--- src/hdl/otq_pkg.sv ---
package otq_pkg;

  localparam int unsigned TIME_W   = 32;
  localparam int unsigned ID_W     = 32;
  localparam int unsigned MAX_FIRE = 32;
  localparam int unsigned FIRE_W   = $clog2(MAX_FIRE);

  typedef enum logic [1:0] {
    ACT_ADD     = 2'd0,
    ACT_CANCEL  = 2'd1,
    ACT_ADVANCE = 2'd2
  } action_e;

  typedef enum logic [2:0] {
    ST_ADDED     = 3'd0,
    ST_FULL      = 3'd1,
    ST_CANCELLED = 3'd2,
    ST_NOT_FOUND = 3'd3,
    ST_FIRED     = 3'd4,
    ST_NONE_DUE  = 3'd5
  } status_e;

  typedef enum logic [1:0] {
    FSM_IDLE,
    FSM_SWEEP,
    FSM_RESULT
  } fsm_e;

  // Ordering key: expiry in the upper half, so a plain compare gives (expiry, id) order.
  typedef struct packed {
    logic [TIME_W-1:0] expiry;
    logic [ID_W-1:0]   id;
  } key_t;

endpackage

--- src/hdl/ordered_timer_queue.sv ---
// Channel   Dir  Handshake                     Contents
// s_axis    in   s_axis_tvalid/s_axis_tready   tuser: action; tdata: now, delay, cancel key
// m_axis    out  m_axis_tvalid/m_axis_tready   tuser: status; tdata: id, expiry, wait, empty
//
// Each request sweeps the table in RAM, one entry a cycle, then forms its result.
// Advance repeats the sweep for each timer it fires and gives one result per fired timer.
// Reset clears the valid bits and the id counter; the table is usable at once.
// A result waits in the output register while the next request is taken; a stalled
// output holds the block in its result cycle.
module ordered_timer_queue #(
  parameter int unsigned CAPACITY = 32
) (
  input  logic         clk_i,
  input  logic         rst_ni,

  input  logic         s_axis_tvalid,
  output logic         s_axis_tready,
  // [31:0] now_ms, [63:32] delay_ms, [95:64] cancel_id, [127:96] cancel_expiry
  input  logic [127:0] s_axis_tdata,
  // [1:0] action
  input  logic [1:0]   s_axis_tuser,

  output logic         m_axis_tvalid,
  input  logic         m_axis_tready,
  // [31:0] timer_id, [63:32] expiry, [95:64] next_wait_ms, [96] queue_empty, [103:97] zero
  output logic [103:0] m_axis_tdata,
  // [2:0] status
  output logic [2:0]   m_axis_tuser,
  output logic         m_axis_tlast
);

  import otq_pkg::*;

  localparam int unsigned IDX_W = $clog2(CAPACITY);
  localparam int unsigned CNT_W = $clog2(CAPACITY + 1);

  fsm_e                state_q, state_d;
  action_e             act_q, act_d;
  logic [TIME_W-1:0]   now_q, now_d;
  key_t                op_key_q, op_key_d;
  logic [ID_W-1:0]     id_ctr_q, id_ctr_d;
  logic [CAPACITY-1:0] valid_q, valid_d;

  logic [CNT_W-1:0]    iss_q, iss_d;
  logic                rd_vld_q, rd_vld_d;
  logic                rd_last_q, rd_last_d;
  logic [IDX_W-1:0]    rd_idx_q, rd_idx_d;

  logic                best_vld_q, best_vld_d;
  key_t                best_q, best_d;
  logic [IDX_W-1:0]    best_idx_q, best_idx_d;
  logic                sec_vld_q, sec_vld_d;
  key_t                sec_q, sec_d;
  logic                match_q, match_d;
  logic [IDX_W-1:0]    match_idx_q, match_idx_d;
  logic [FIRE_W-1:0]   fire_q, fire_d;

  logic                m_valid_q, m_valid_d;
  status_e             m_status_q, m_status_d;
  logic [ID_W-1:0]     m_id_q, m_id_d;
  logic [TIME_W-1:0]   m_exp_q, m_exp_d;
  logic [TIME_W-1:0]   m_wait_q, m_wait_d;
  logic                m_empty_q, m_empty_d;
  logic                m_last_q, m_last_d;

  logic                ram_we;
  logic [IDX_W-1:0]    ram_waddr;
  logic [IDX_W-1:0]    ram_raddr;
  logic [TIME_W-1:0]   exp_rdata;
  logic [ID_W-1:0]     id_rdata;
  key_t                rd_key;
  logic                rd_ok;
  logic                rd_match;
  logic                rd_take;

  logic [TIME_W:0]     exp_sum;
  logic [TIME_W-1:0]   exp_sat;
  logic [IDX_W-1:0]    free_slot;
  logic                table_full;
  key_t                add_min;
  logic                out_free;
  logic                fire_last;

  function automatic logic [TIME_W-1:0] wait_calc(input logic vld, input logic [TIME_W-1:0] e,
                                                  input logic [TIME_W-1:0] now);
    logic [TIME_W-1:0] w;
    w = '0;
    if (vld && (e > now)) begin
      w = e - now;
    end
    return w;
  endfunction

  otq_ram #(.WIDTH(TIME_W), .DEPTH(CAPACITY)) u_exp_ram (
    .clk_i   (clk_i),
    .we_i    (ram_we),
    .waddr_i (ram_waddr),
    .wdata_i (op_key_q.expiry),
    .raddr_i (ram_raddr),
    .rdata_o (exp_rdata)
  );

  otq_ram #(.WIDTH(ID_W), .DEPTH(CAPACITY)) u_id_ram (
    .clk_i   (clk_i),
    .we_i    (ram_we),
    .waddr_i (ram_waddr),
    .wdata_i (op_key_q.id),
    .raddr_i (ram_raddr),
    .rdata_o (id_rdata)
  );

  assign rd_key   = '{expiry: exp_rdata, id: id_rdata};
  assign rd_ok    = rd_vld_q && valid_q[rd_idx_q];
  assign rd_match = rd_key == op_key_q;
  // a cancelled entry must not count towards the remaining minimum
  assign rd_take  = rd_ok && !((act_q == ACT_CANCEL) && rd_match);

  assign exp_sum  = {1'b0, s_axis_tdata[31:0]} + {1'b0, s_axis_tdata[63:32]};
  assign exp_sat  = exp_sum[TIME_W] ? '1 : exp_sum[TIME_W-1:0];

  assign table_full = &valid_q;
  always_comb begin
    free_slot = '0;
    for (int i = CAPACITY - 1; i >= 0; i--) begin
      if (!valid_q[i]) begin
        free_slot = IDX_W'(i);
      end
    end
  end

  assign add_min   = (!match_q && (!best_vld_q || (op_key_q < best_q))) ? op_key_q : best_q;
  assign out_free  = !m_valid_q || m_axis_tready;
  assign fire_last = (fire_q == FIRE_W'(MAX_FIRE - 1)) || !sec_vld_q ||
                     (sec_q.expiry > now_q);

  always_comb begin
    state_d     = state_q;
    act_d       = act_q;
    now_d       = now_q;
    op_key_d    = op_key_q;
    id_ctr_d    = id_ctr_q;
    valid_d     = valid_q;
    iss_d       = iss_q;
    rd_vld_d    = 1'b0;
    rd_last_d   = rd_last_q;
    rd_idx_d    = rd_idx_q;
    best_vld_d  = best_vld_q;
    best_d      = best_q;
    best_idx_d  = best_idx_q;
    sec_vld_d   = sec_vld_q;
    sec_d       = sec_q;
    match_d     = match_q;
    match_idx_d = match_idx_q;
    fire_d      = fire_q;
    m_valid_d   = m_valid_q && !m_axis_tready;
    m_status_d  = m_status_q;
    m_id_d      = m_id_q;
    m_exp_d     = m_exp_q;
    m_wait_d    = m_wait_q;
    m_empty_d   = m_empty_q;
    m_last_d    = m_last_q;
    ram_we      = 1'b0;
    ram_waddr   = free_slot;
    ram_raddr   = iss_q[IDX_W-1:0];
    s_axis_tready = 1'b0;

    // fold in the entry read last cycle
    if (rd_ok && rd_match) begin
      match_d     = 1'b1;
      match_idx_d = rd_idx_q;
    end
    if (rd_take) begin
      if (!best_vld_q || (rd_key < best_q)) begin
        sec_vld_d  = best_vld_q;
        sec_d      = best_q;
        best_vld_d = 1'b1;
        best_d     = rd_key;
        best_idx_d = rd_idx_q;
      end else if (!sec_vld_q || (rd_key < sec_q)) begin
        sec_vld_d = 1'b1;
        sec_d     = rd_key;
      end
    end

    unique case (state_q)
      FSM_IDLE: begin
        s_axis_tready = 1'b1;
        if (s_axis_tvalid) begin
          act_d      = action_e'(s_axis_tuser);
          now_d      = s_axis_tdata[31:0];
          if (action_e'(s_axis_tuser) == ACT_ADD) begin
            op_key_d = '{expiry: exp_sat, id: id_ctr_q + ID_W'(1)};
          end else begin
            op_key_d = '{expiry: s_axis_tdata[127:96], id: s_axis_tdata[95:64]};
          end
          iss_d      = '0;
          best_vld_d = 1'b0;
          sec_vld_d  = 1'b0;
          match_d    = 1'b0;
          fire_d     = '0;
          state_d    = FSM_SWEEP;
        end
      end
      FSM_SWEEP: begin
        if (iss_q < CNT_W'(CAPACITY)) begin
          rd_vld_d  = 1'b1;
          rd_idx_d  = iss_q[IDX_W-1:0];
          rd_last_d = iss_q == CNT_W'(CAPACITY - 1);
          iss_d     = iss_q + CNT_W'(1);
        end
        if (rd_vld_q && rd_last_q) begin
          state_d = FSM_RESULT;
        end
      end
      FSM_RESULT: begin
        if (out_free) begin
          m_valid_d = 1'b1;
          m_last_d  = 1'b1;
          state_d   = FSM_IDLE;
          case (act_q)
            ACT_ADD: begin
              m_exp_d = op_key_q.expiry;
              if (table_full) begin
                m_status_d = ST_FULL;
                m_id_d     = '0;
                m_wait_d   = wait_calc(best_vld_q, best_q.expiry, now_q);
                m_empty_d  = !best_vld_q;
              end else begin
                m_status_d = ST_ADDED;
                m_id_d     = op_key_q.id;
                m_wait_d   = wait_calc(1'b1, add_min.expiry, now_q);
                m_empty_d  = 1'b0;
                id_ctr_d   = op_key_q.id;
                // an equal key only appears after the ids wrap: keep the one copy
                if (!match_q) begin
                  ram_we             = 1'b1;
                  valid_d[free_slot] = 1'b1;
                end
              end
            end
            ACT_CANCEL: begin
              m_status_d = match_q ? ST_CANCELLED : ST_NOT_FOUND;
              m_id_d     = op_key_q.id;
              m_exp_d    = op_key_q.expiry;
              m_wait_d   = wait_calc(best_vld_q, best_q.expiry, now_q);
              m_empty_d  = !best_vld_q;
              if (match_q) begin
                valid_d[match_idx_q] = 1'b0;
              end
            end
            ACT_ADVANCE: begin
              if (best_vld_q && (best_q.expiry <= now_q)) begin
                m_status_d          = ST_FIRED;
                m_id_d              = best_q.id;
                m_exp_d             = best_q.expiry;
                m_wait_d            = wait_calc(sec_vld_q, sec_q.expiry, now_q);
                m_empty_d           = !sec_vld_q;
                m_last_d            = fire_last;
                valid_d[best_idx_q] = 1'b0;
                if (!fire_last) begin
                  iss_d      = '0;
                  best_vld_d = 1'b0;
                  sec_vld_d  = 1'b0;
                  fire_d     = fire_q + FIRE_W'(1);
                  state_d    = FSM_SWEEP;
                end
              end else begin
                m_status_d = ST_NONE_DUE;
                m_id_d     = '0;
                m_exp_d    = '0;
                m_wait_d   = wait_calc(best_vld_q, best_q.expiry, now_q);
                m_empty_d  = !best_vld_q;
              end
            end
            default: begin
              m_status_d = ST_NONE_DUE;
              m_id_d     = '0;
              m_exp_d    = '0;
              m_wait_d   = wait_calc(best_vld_q, best_q.expiry, now_q);
              m_empty_d  = !best_vld_q;
            end
          endcase
        end
      end
      default: begin
        state_d = FSM_IDLE;
      end
    endcase
  end

  always_ff @(posedge clk_i or negedge rst_ni) begin
    if (!rst_ni) begin
      state_q   <= FSM_IDLE;
      id_ctr_q  <= '0;
      valid_q   <= '0;
      rd_vld_q  <= 1'b0;
      m_valid_q <= 1'b0;
    end else begin
      state_q   <= state_d;
      id_ctr_q  <= id_ctr_d;
      valid_q   <= valid_d;
      rd_vld_q  <= rd_vld_d;
      m_valid_q <= m_valid_d;
    end
  end

  always_ff @(posedge clk_i) begin
    act_q       <= act_d;
    now_q       <= now_d;
    op_key_q    <= op_key_d;
    iss_q       <= iss_d;
    rd_last_q   <= rd_last_d;
    rd_idx_q    <= rd_idx_d;
    best_vld_q  <= best_vld_d;
    best_q      <= best_d;
    best_idx_q  <= best_idx_d;
    sec_vld_q   <= sec_vld_d;
    sec_q       <= sec_d;
    match_q     <= match_d;
    match_idx_q <= match_idx_d;
    fire_q      <= fire_d;
    m_status_q  <= m_status_d;
    m_id_q      <= m_id_d;
    m_exp_q     <= m_exp_d;
    m_wait_q    <= m_wait_d;
    m_empty_q   <= m_empty_d;
    m_last_q    <= m_last_d;
  end

  assign m_axis_tvalid = m_valid_q;
  assign m_axis_tuser  = m_status_q;
  assign m_axis_tlast  = m_last_q;
  assign m_axis_tdata  = {7'b0, m_empty_q, m_wait_q, m_exp_q, m_id_q};

endmodule

--- src/hdl/otq_ram.sv ---
module otq_ram #(
  parameter int unsigned WIDTH = 32,
  parameter int unsigned DEPTH = 32
) (
  input  logic                     clk_i,
  input  logic                     we_i,
  input  logic [$clog2(DEPTH)-1:0] waddr_i,
  input  logic [WIDTH-1:0]         wdata_i,
  input  logic [$clog2(DEPTH)-1:0] raddr_i,
  output logic [WIDTH-1:0]         rdata_o
);

  logic [WIDTH-1:0] mem_q [DEPTH];

  always_ff @(posedge clk_i) begin
    if (we_i) begin
      mem_q[waddr_i] <= wdata_i;
    end
    rdata_o <= mem_q[raddr_i];
  end

endmodule
--- config.mk ---
export PLATFORM = sky130hd
export DESIGN_NAME = ordered_timer_queue
export DESIGN_NICKNAME = d
export VERILOG_FILES = /design/src/hdl/otq_pkg.sv /design/src/hdl/ordered_timer_queue.sv /design/src/hdl/otq_ram.sv
export SDC_FILE = /design/constraint.sdc
export NUM_CORES = 2
export LEC_CHECK = 0
export ABC_AREA = 1
export CAP_MARGIN = 15
export CORE_ASPECT_RATIO = 1.5
export CORE_MARGIN = 2
export CORE_UTILIZATION = 42
export DETAILED_ROUTE_END_ITERATION = 12
export DONT_BUFFER_PORTS = 1
export SYNTH_ARGS = -nofsm -noshare
export SYNTH_HDL_FRONTEND = slang
export SYNTH_SLANG_ARGS = --single-unit
--- constraint.sdc ---
create_clock -name clk_i -period 28.9 [get_ports clk_i]
set_input_delay 2.89 -clock clk_i [delete_from_list [all_inputs] [get_ports clk_i]]
set_output_delay 2.89 -clock clk_i [all_outputs]
set_load 0.01 [all_outputs]
==> After elaboration in Yosys (flattened, before gate mapping) <==
Memories as Yosys holds them, arrays and structs flattened. A register that Yosys moved wholly into a read port is not among the register bits.
Cells that the tools add are included.
{ "word_totals": {"register_bits": 425, "ramBits": 2048, "in_bits": 134, "out_inout_bits": 110, "word_cells": 241, "mem_count": 2} }
{ "classes": {"addsub": 7, "order_cmp": 15, "n_eq_ne": 18, "muxes": 120, "bitwise_logic": 6, "reduce_logical": 45} }
{ "mem_list": {"columns": ["memory", "words", "word_bits", "read_ports", "rd_clocked_by_memory_dff", "wr", "line_no", "rtl"], "rows": [
  ["u_exp_ram.mem_q", 32, 32, 1, 1, 1, "otq_ram.sv:13", "logic [WIDTH-1:0] mem_q [DEPTH];"],
  ["u_id_ram.mem_q", 32, 32, 1, 1, 1, "otq_ram.sv:13", null]
]} }
{ "op_table": {"columns": ["op", "count"], "rows": [
  ["2-to-1 mux 32 bit", 13],
  ["2-to-1 mux 64 bit", 4],
  ["less-than comparator 64 bit", 3],
  ["one-hot mux 32 bit (3 select lines)", 2],
  ["2-to-1 mux 5 bit", 37],
  ["one-hot mux 32 bit (2 select lines)", 2],
  ["greater-than comparator 32 bit", 3],
  ["subtractor 32 bit", 3],
  ["bitwise AND 32 bit", 2],
  ["== test 64 bit", 1],
  ["inverter 32 bit", 2],
  ["2-to-1 mux 1 bit", 42],
  ["2-to-1 mux 6 bit", 6],
  ["adder 32 x 32 -> 33 bit", 1],
  ["adder 32 x 1 -> 32 bit (second input constant)", 1],
  ["less-or-equal comparator 32 bit", 1],
  ["OR 32 bit", 1],
  ["AND reduction 32 bit", 1],
  ["less-than comparator 5 x 6 -> 1 bit (second input constant)", 4],
  ["!= test 2 bit (second input constant)", 11],
  ["one-hot mux 6 bit (3 select lines)", 1],
  ["demux 1 bit (select 5 bit)", 3],
  [">= comparator 5 x 1 -> 1 bit (second input constant)", 3],
  ["AND reduction 7 bit", 2],
  ["25 further kinds", 62]
]} }

==> Logic depth before layout (Yosys ltp) <==
{ "logic_depth": {"depth_word": 40, "mapped_depth": 39, "mapped_depth_nobuf": 38} }

==> Cells and area by module <==
From an unflattened synthesis, not the netlist that was laid out.
{ "unflattened": {"cells_unflattened": 10529, "area_unflattened_um2": 115001.5} }
{ "by_module_without_submodules": {"columns": ["module", "instances", "cells_per_inst", "area_per_inst_um2", "seq_area_each_um2"], "rows": [
  ["otq_ram", 2, 3536, 42405.7, 31390.1],
  ["ordered_timer_queue", 1, 3457, 30190.2, 12391.9]
]} }

==> Least setup slack after synthesis <==
OpenSTA, ideal clock, no wires.
{ "synth_timing": {"kind": "input-to-reg", "startpoint": "input port m_axis_tready", "endpoint": "memory u_exp_ram.mem_q[20][0], enable pin", "arrival_ns": 14.409, "required_ns": 28.256, "setup_slack_ns": 13.847, "cell_stages": 7, "n_path_buf": 1, "path_cell_list": "nor2_1 -> nor2_1 -> inv_1 -> nor2_1 -> nand2_1 -> clkbuf_1 -> nor4_1"} }
{ "synth_via": {"elab_chain_cells": 5} }
{ "synth_lines": {"columns": ["element", "line_no", "rtl"], "rows": [
  ["start, declared", "ordered_timer_queue.sv:24", "input logic m_axis_tready,"],
  ["logical OR 1 bit", "ordered_timer_queue.sv:132", "assign out_free = !m_valid_q || m_axis_tready;"],
  ["2-to-1 mux 1 bit", "ordered_timer_queue.sv:216", "if (out_free) begin"],
  ["2-to-1 mux 1 bit", "ordered_timer_queue.sv:185", "unique case (state_q)"],
  ["2-to-1 mux 1 bit", "otq_ram.sv:16", "if (we_i) begin"],
  ["2-to-1 mux 1 bit (not written as such)", "otq_ram.sv:17", "mem_q[waddr_i] <= wdata_i;"],
  ["end, declared", "otq_ram.sv:13", null]
]} }
Every way passes these cells.

==> Worst setup path in the final report <==
{ "layout_timing": {"startpoint": "register op_key_q[3] in the netlist's numbering", "endpoint": "register m_wait_q[25] (data pin)"} }
{ "layout_via": {"elab_chain_cells": 8, "word_cells_on_any_way": 9, "classes_between": "add/sub (1); order compare (2); mux (4); reduce/logical (2)"} }
{ "layout_lines": {"columns": ["element", "line_no", "rtl"], "rows": [
  ["start, declared", "ordered_timer_queue.sv:40", "key_t op_key_q, op_key_d;"],
  ["start signal, assigned", "ordered_timer_queue.sv:310", "op_key_q <= op_key_d;"],
  ["less-than comparator 64 bit (*)", "ordered_timer_queue.sv:131", "assign add_min = (!match_q && (!best_vld_q || (op_key_q < best_q))) ? op_key_q : best_q;"],
  ["logical OR 1 bit (*)", "ordered_timer_queue.sv:131", null],
  ["logical AND 1 bit (*)", "ordered_timer_queue.sv:131", null],
  ["2-to-1 mux 64 bit (*)", "ordered_timer_queue.sv:131", null],
  ["subtractor 32 bit or greater-than comparator 32 bit (tied branches)", "ordered_timer_queue.sv:89, ordered_timer_queue.sv:88", null],
  ["2-to-1 mux 32 bit (*)", "ordered_timer_queue.sv:88", "if (vld && (e > now)) begin"],
  ["2-to-1 mux 32 bit (*)", "ordered_timer_queue.sv:223", "if (table_full) begin"],
  ["one-hot mux 32 bit (2 select lines) (*)", "ordered_timer_queue.sv:220", "case (act_q)"],
  ["end signal, assigned", "ordered_timer_queue.sv:325", "m_wait_q <= m_wait_d;"],
  ["end, declared", "ordered_timer_queue.sv:62", "logic [TIME_W-1:0] m_wait_q, m_wait_d;"]
]} }
Every way passes the cells marked *; elsewhere a longest branch is shown, timed or not.
A chain may end at the register's enable or synchronous reset.

==> flow_metrics.py <==
metrics = {
    "clock_tree": {
        "cts_buffer_depth": 4,
        "hold_buffers": 0,
        "numCtsBuffers": 232,
        "cts_setup_buffers": 0,
        "clock_latency_ps": 900,
        "tritoncts": "done",
        "clk_root_buffer_cell": "sky130_fd_sc_hd__clkbuf_16",
        "worst_setup_hold_path_clk_slew_ps": 70,
        "numClockSinks": 2537,
        "htreeDepth": 4,
        "cts_resized": 0,
    },
    "timing": {
        "setup_violations": 0,
        "timing.final.crit_share": 0.271,
        "finalMaxSlewViolations": 0,
        "worst_hold_slack_ps": 511,
        "setup-tns-final_ps": 0,
        "rsz_0062_raised_after_global_routing": "false",
        "slew-limit-headroom": 0.168,
        "final.min_clock_period_ps": 7840,
        "finalHoldViolCount": 0,
        "fin_worst_skew_ps": 47.7,
        "achievable-frequency_ghz": 0.128,
        "worst_margin_slew_ps": 1220,
    },
    "floorplan": {
        "floorplan.die.height_um": 631,
        "placeableCoreArea_mm2": 0.261,
        "initial_core_utilization": 0.421,
        "io-pin-count": 244,
        "die_area_mm2": 0.266,
        "die-width_um": 422,
        "row_count": 230,
    },
    "hold_path": {
        "hp-class": "flop to flop",
    },
    "layout": {
        "post_route_cells_drive_above_1_share": 0.0686,
        "final.fill_count": 23200,
        "layout.core_utilization": 0.467,
        "synthesis_to_layout_area_growth_pct": 10.8,
        "layout.cell_area.non_filler_mm2": 0.122,
        "design.final.nets": 9515,
    },
    "grt": {
        "grt_max_degree": 216,
        "grt_antenna_before_repair": 10,
        "grt.total_usage": 0.271,
        "grt-ovfl-total": 0,
        "vias_in_the_first_global_route": 74500,
        "grt_first_pass_wirelength_mm": 526,
    },
    "setup_path": {
        "path_delay_family": "compound AO/OA/AOI/OAI gates",
        "cp_common_cell": "sky130_fd_sc_hd__a21oi_1",
        "critical_path.max_stage_delay_ps": 1130,
        "start_kind": "flop",
        "worstPathArrival_ps": 8460,
        "path_buf_inv": 2,
        "worstPathMaxFanout": 59,
        "worst_ep_required_time_ps": 29520,
        "rrSetupSlack_ps": 21060,
        "slowest_stage": "sky130_fd_sc_hd__edfxtp_1",
        "setup.worst_path.class": "flop to flop",
        "worstSetupEndpointType": "flop",
    },
    "synthesis": {
        "postSynthRegisterBits": 2537,
        "yosysUniqueCellTypes": 73,
        "synth_enable_flop_cells": 2402,
        "synth_warnings": 0,
        "synthesis.instances": 9134,
        "syn_area_per_cell_um2": 12.0,
        "netlist_area_mm2": 0.110,
        "ys_seq_area_frac": 0.684,
        "ys.flop_type": "sky130_fd_sc_hd__edfxtp_1",
        "synthArstFlopShare": 0.0268,
    },
    "route": {
        "total_iterations_of_the_first_detailed_routing_run": 6,
        "drt-vias-per-instance": 6.03,
        "wire_per_inst_um": 29.2,
        "detail_route.drc_violations": 0,
        "drt-total-wl_mm": 372,
        "detailroute.via_count": 76800,
        "drtIter0Drc": 9430,
        "drtAntennaViolNets": 0,
    },
    "power": {
        "power.total_mw": 12.3,
        "vdd.ir_drop.worst_uv": 96.5,
        "static-leakage-power_nw": 41.1,
        "switching_share": 0.393,
        "power_density_mw_per_mm2": 101,
        "switching_power_mw": 4.82,
        "p_comb_frac": 0.364,
        "p_int_mw": 7.45,
        "clkPwrFrac": 0.252,
        "seq_power_share": 0.383,
    },
    "run_status": {
        "outcome": "completed",
    },
    "place": {
        "io_buffers": 0,
        "dpl-instance-area_mm2": 0.114,
        "place_congestion": 0.949,
        "dp_hpwl_mm": 217,
    },
    "job": {
        "timing.max_cap.violations": 0,
    },
}
[cell families after synthesis]
kind of cell / count (synthesis) / share of synthesized area
compound gates: 2569 / 0.137
flops: 2537 / 0.684
fa+ha+maj: 330 / 0.0378
other cells: 1 / 0.0000341
xor+xnor: 169 / 0.0135
simple gates: 2579 / 0.0949
buf+inv: 949 / 0.0331
[cell type report]
type / instances / area, µm² / share of cell area
Antenna cell: 11 / 27.5 / 0.000226
Multi-Input combinational cell: 5654 / 31400 / 0.258
Timing Repair Buffer: 195 / 1700 / 0.0140
Sequential cell: 2537 / 75200 / 0.617
Clock inverter: 121 / 1220 / 0.00999
Inverter: 431 / 1650 / 0.0136
Clock buffer: 300 / 6250 / 0.0513
Tap cell: 3480 / 4350 / 0.0358
[per-stage QoR]
step           instances  worst slack, ps
2_1_floorplan       9140            13850
3_5_place_dp       12300            21110
6_report           12700            21060
3_3_place_gp       12300            21070
5_1_grt            12700            20550
4_1_cts            12700            21060
[per-layer routing]
layer  GRT usage  vias to the layer above  wire (µm)
met3      0.0305                      909      26700
met2       0.474                     3816     187000
met5           0                        -         20
met1       0.318                    38500     132000
met4       0.169                        2      26500
li1            -                    33600          -
[sequential cells by signal (all words and copies together), names as in the netlist, 5 cells and up]
signal	cells
iss_q	6
rd_idx_q	5
op_key_q	64
best_idx_q	5
m_exp_q	32
u_exp_ram.rdata_o	32
sec_q	64
match_idx_q	5
now_q	32
m_id_q	32
best_q	64
u_id_ram.mem_q	1024
id_ctr_q	32
valid_q	32
u_id_ram.rdata_o	32
m_wait_q	32
fire_q	5
u_exp_ram.mem_q	1024
[path summary, 6_finish.rpt]
| path | cells after the start | from | to |
|---|---|---|---|
| min in group asynchronous | 0 | rst_ni | id_ctr_q[31] |
| max in group asynchronous | 0 | rst_ni | valid_q[27] |
| worst max-delay path | 32 | op_key_q[3] | m_wait_q[25] |
| worst max register to register | 32 | op_key_q[3] | m_wait_q[25] |
| worst min-delay path | 2 | id_ctr_q[31] | id_ctr_q[31] |
| worst min register to register | 2 | id_ctr_q[31] | id_ctr_q[31] |
[synthesized netlist by cell type, drive strengths merged, types with 4 or more instances]
library cell     n  area, µm²
a211oi          23        178
a21boi          22        180
a21o             9       68.8
a21oi          375       1890
a221o           11        110
a221oi          43        377
a22oi           14        105
a311oi           4       35.0
a31o            10       87.6
a31oi           29        181
a32oi           26        228
a41oi           11       96.3
buf             49        258
clkbuf         469       1760
dfrtp           68       1700
dfxtp           67       1340
edfxtp        2402      72100
fa               4       80.1
ha             326       4080
inv            429       1610
nand2          861       3250
nand3          172        871
nand3b           4       30.0
nand4           78        503
nor2          1338       5050
nor3            87        445
nor4            29        203
o2111ai          6       52.6
o211ai          34        255
o21a             7       52.6
o21ai         1343       6740
o21bai          15        116
o221ai         219       1920
o22ai          341       2130
o31ai           21        178
or2              4       25.0
xnor2           69        604
xor2           100        876
[worst min-delay path, stage by stage (launching register included)]
cell and delay, ps:
sky130_fd_sc_hd__dfrtp_1 370, sky130_fd_sc_hd__nand2_1 60, sky130_fd_sc_hd__nand2_1 50
[power by group through the flow]
stage               registers, mW  logic (mW)  clock network [mW]
global placement             4.78        4.32                   0
detailed placement           4.79        4.40                   0
global route                 4.72        4.86                3.27
CTS                          4.71        4.42                3.13
floorplan                    4.75        2.81                   0
finish                       4.70        4.47                3.10
[placed cells by master, fill, tap and decap left out, types with 17 or more instances in the layout]
master	count
sky130_fd_sc_hd__clkinv_1	38
sky130_fd_sc_hd__nor4_1	18
sky130_fd_sc_hd__clkbuf_16	237
sky130_fd_sc_hd__edfxtp_1	2402
sky130_fd_sc_hd__nand3_1	170
sky130_fd_sc_hd__clkinv_2	40
sky130_fd_sc_hd__a32oi_1	26
sky130_fd_sc_hd__nor3_1	77
sky130_fd_sc_hd__nor2_4	23
sky130_fd_sc_hd__a31oi_1	29
sky130_fd_sc_hd__xnor2_1	69
sky130_fd_sc_hd__clkbuf_1	55
sky130_fd_sc_hd__ha_1	325
sky130_fd_sc_hd__xor2_1	100
sky130_fd_sc_hd__inv_1	416
sky130_fd_sc_hd__buf_4	176
sky130_fd_sc_hd__a221oi_1	43
sky130_fd_sc_hd__a21oi_1	371
sky130_fd_sc_hd__a211oi_1	22
sky130_fd_sc_hd__o21ai_1	22
sky130_fd_sc_hd__o221ai_1	219
sky130_fd_sc_hd__o211ai_1	34
sky130_fd_sc_hd__dfrtp_1	68
sky130_fd_sc_hd__nand2_1	852
sky130_fd_sc_hd__o22ai_1	341
sky130_fd_sc_hd__o31ai_1	17
sky130_fd_sc_hd__nand4_1	77
sky130_fd_sc_hd__o21ai_0	1315
sky130_fd_sc_hd__bufinv_16	22
sky130_fd_sc_hd__nor2_1	1308
sky130_fd_sc_hd__dfxtp_1	67
Note: power is estimated with default switching activity, not from simulation.
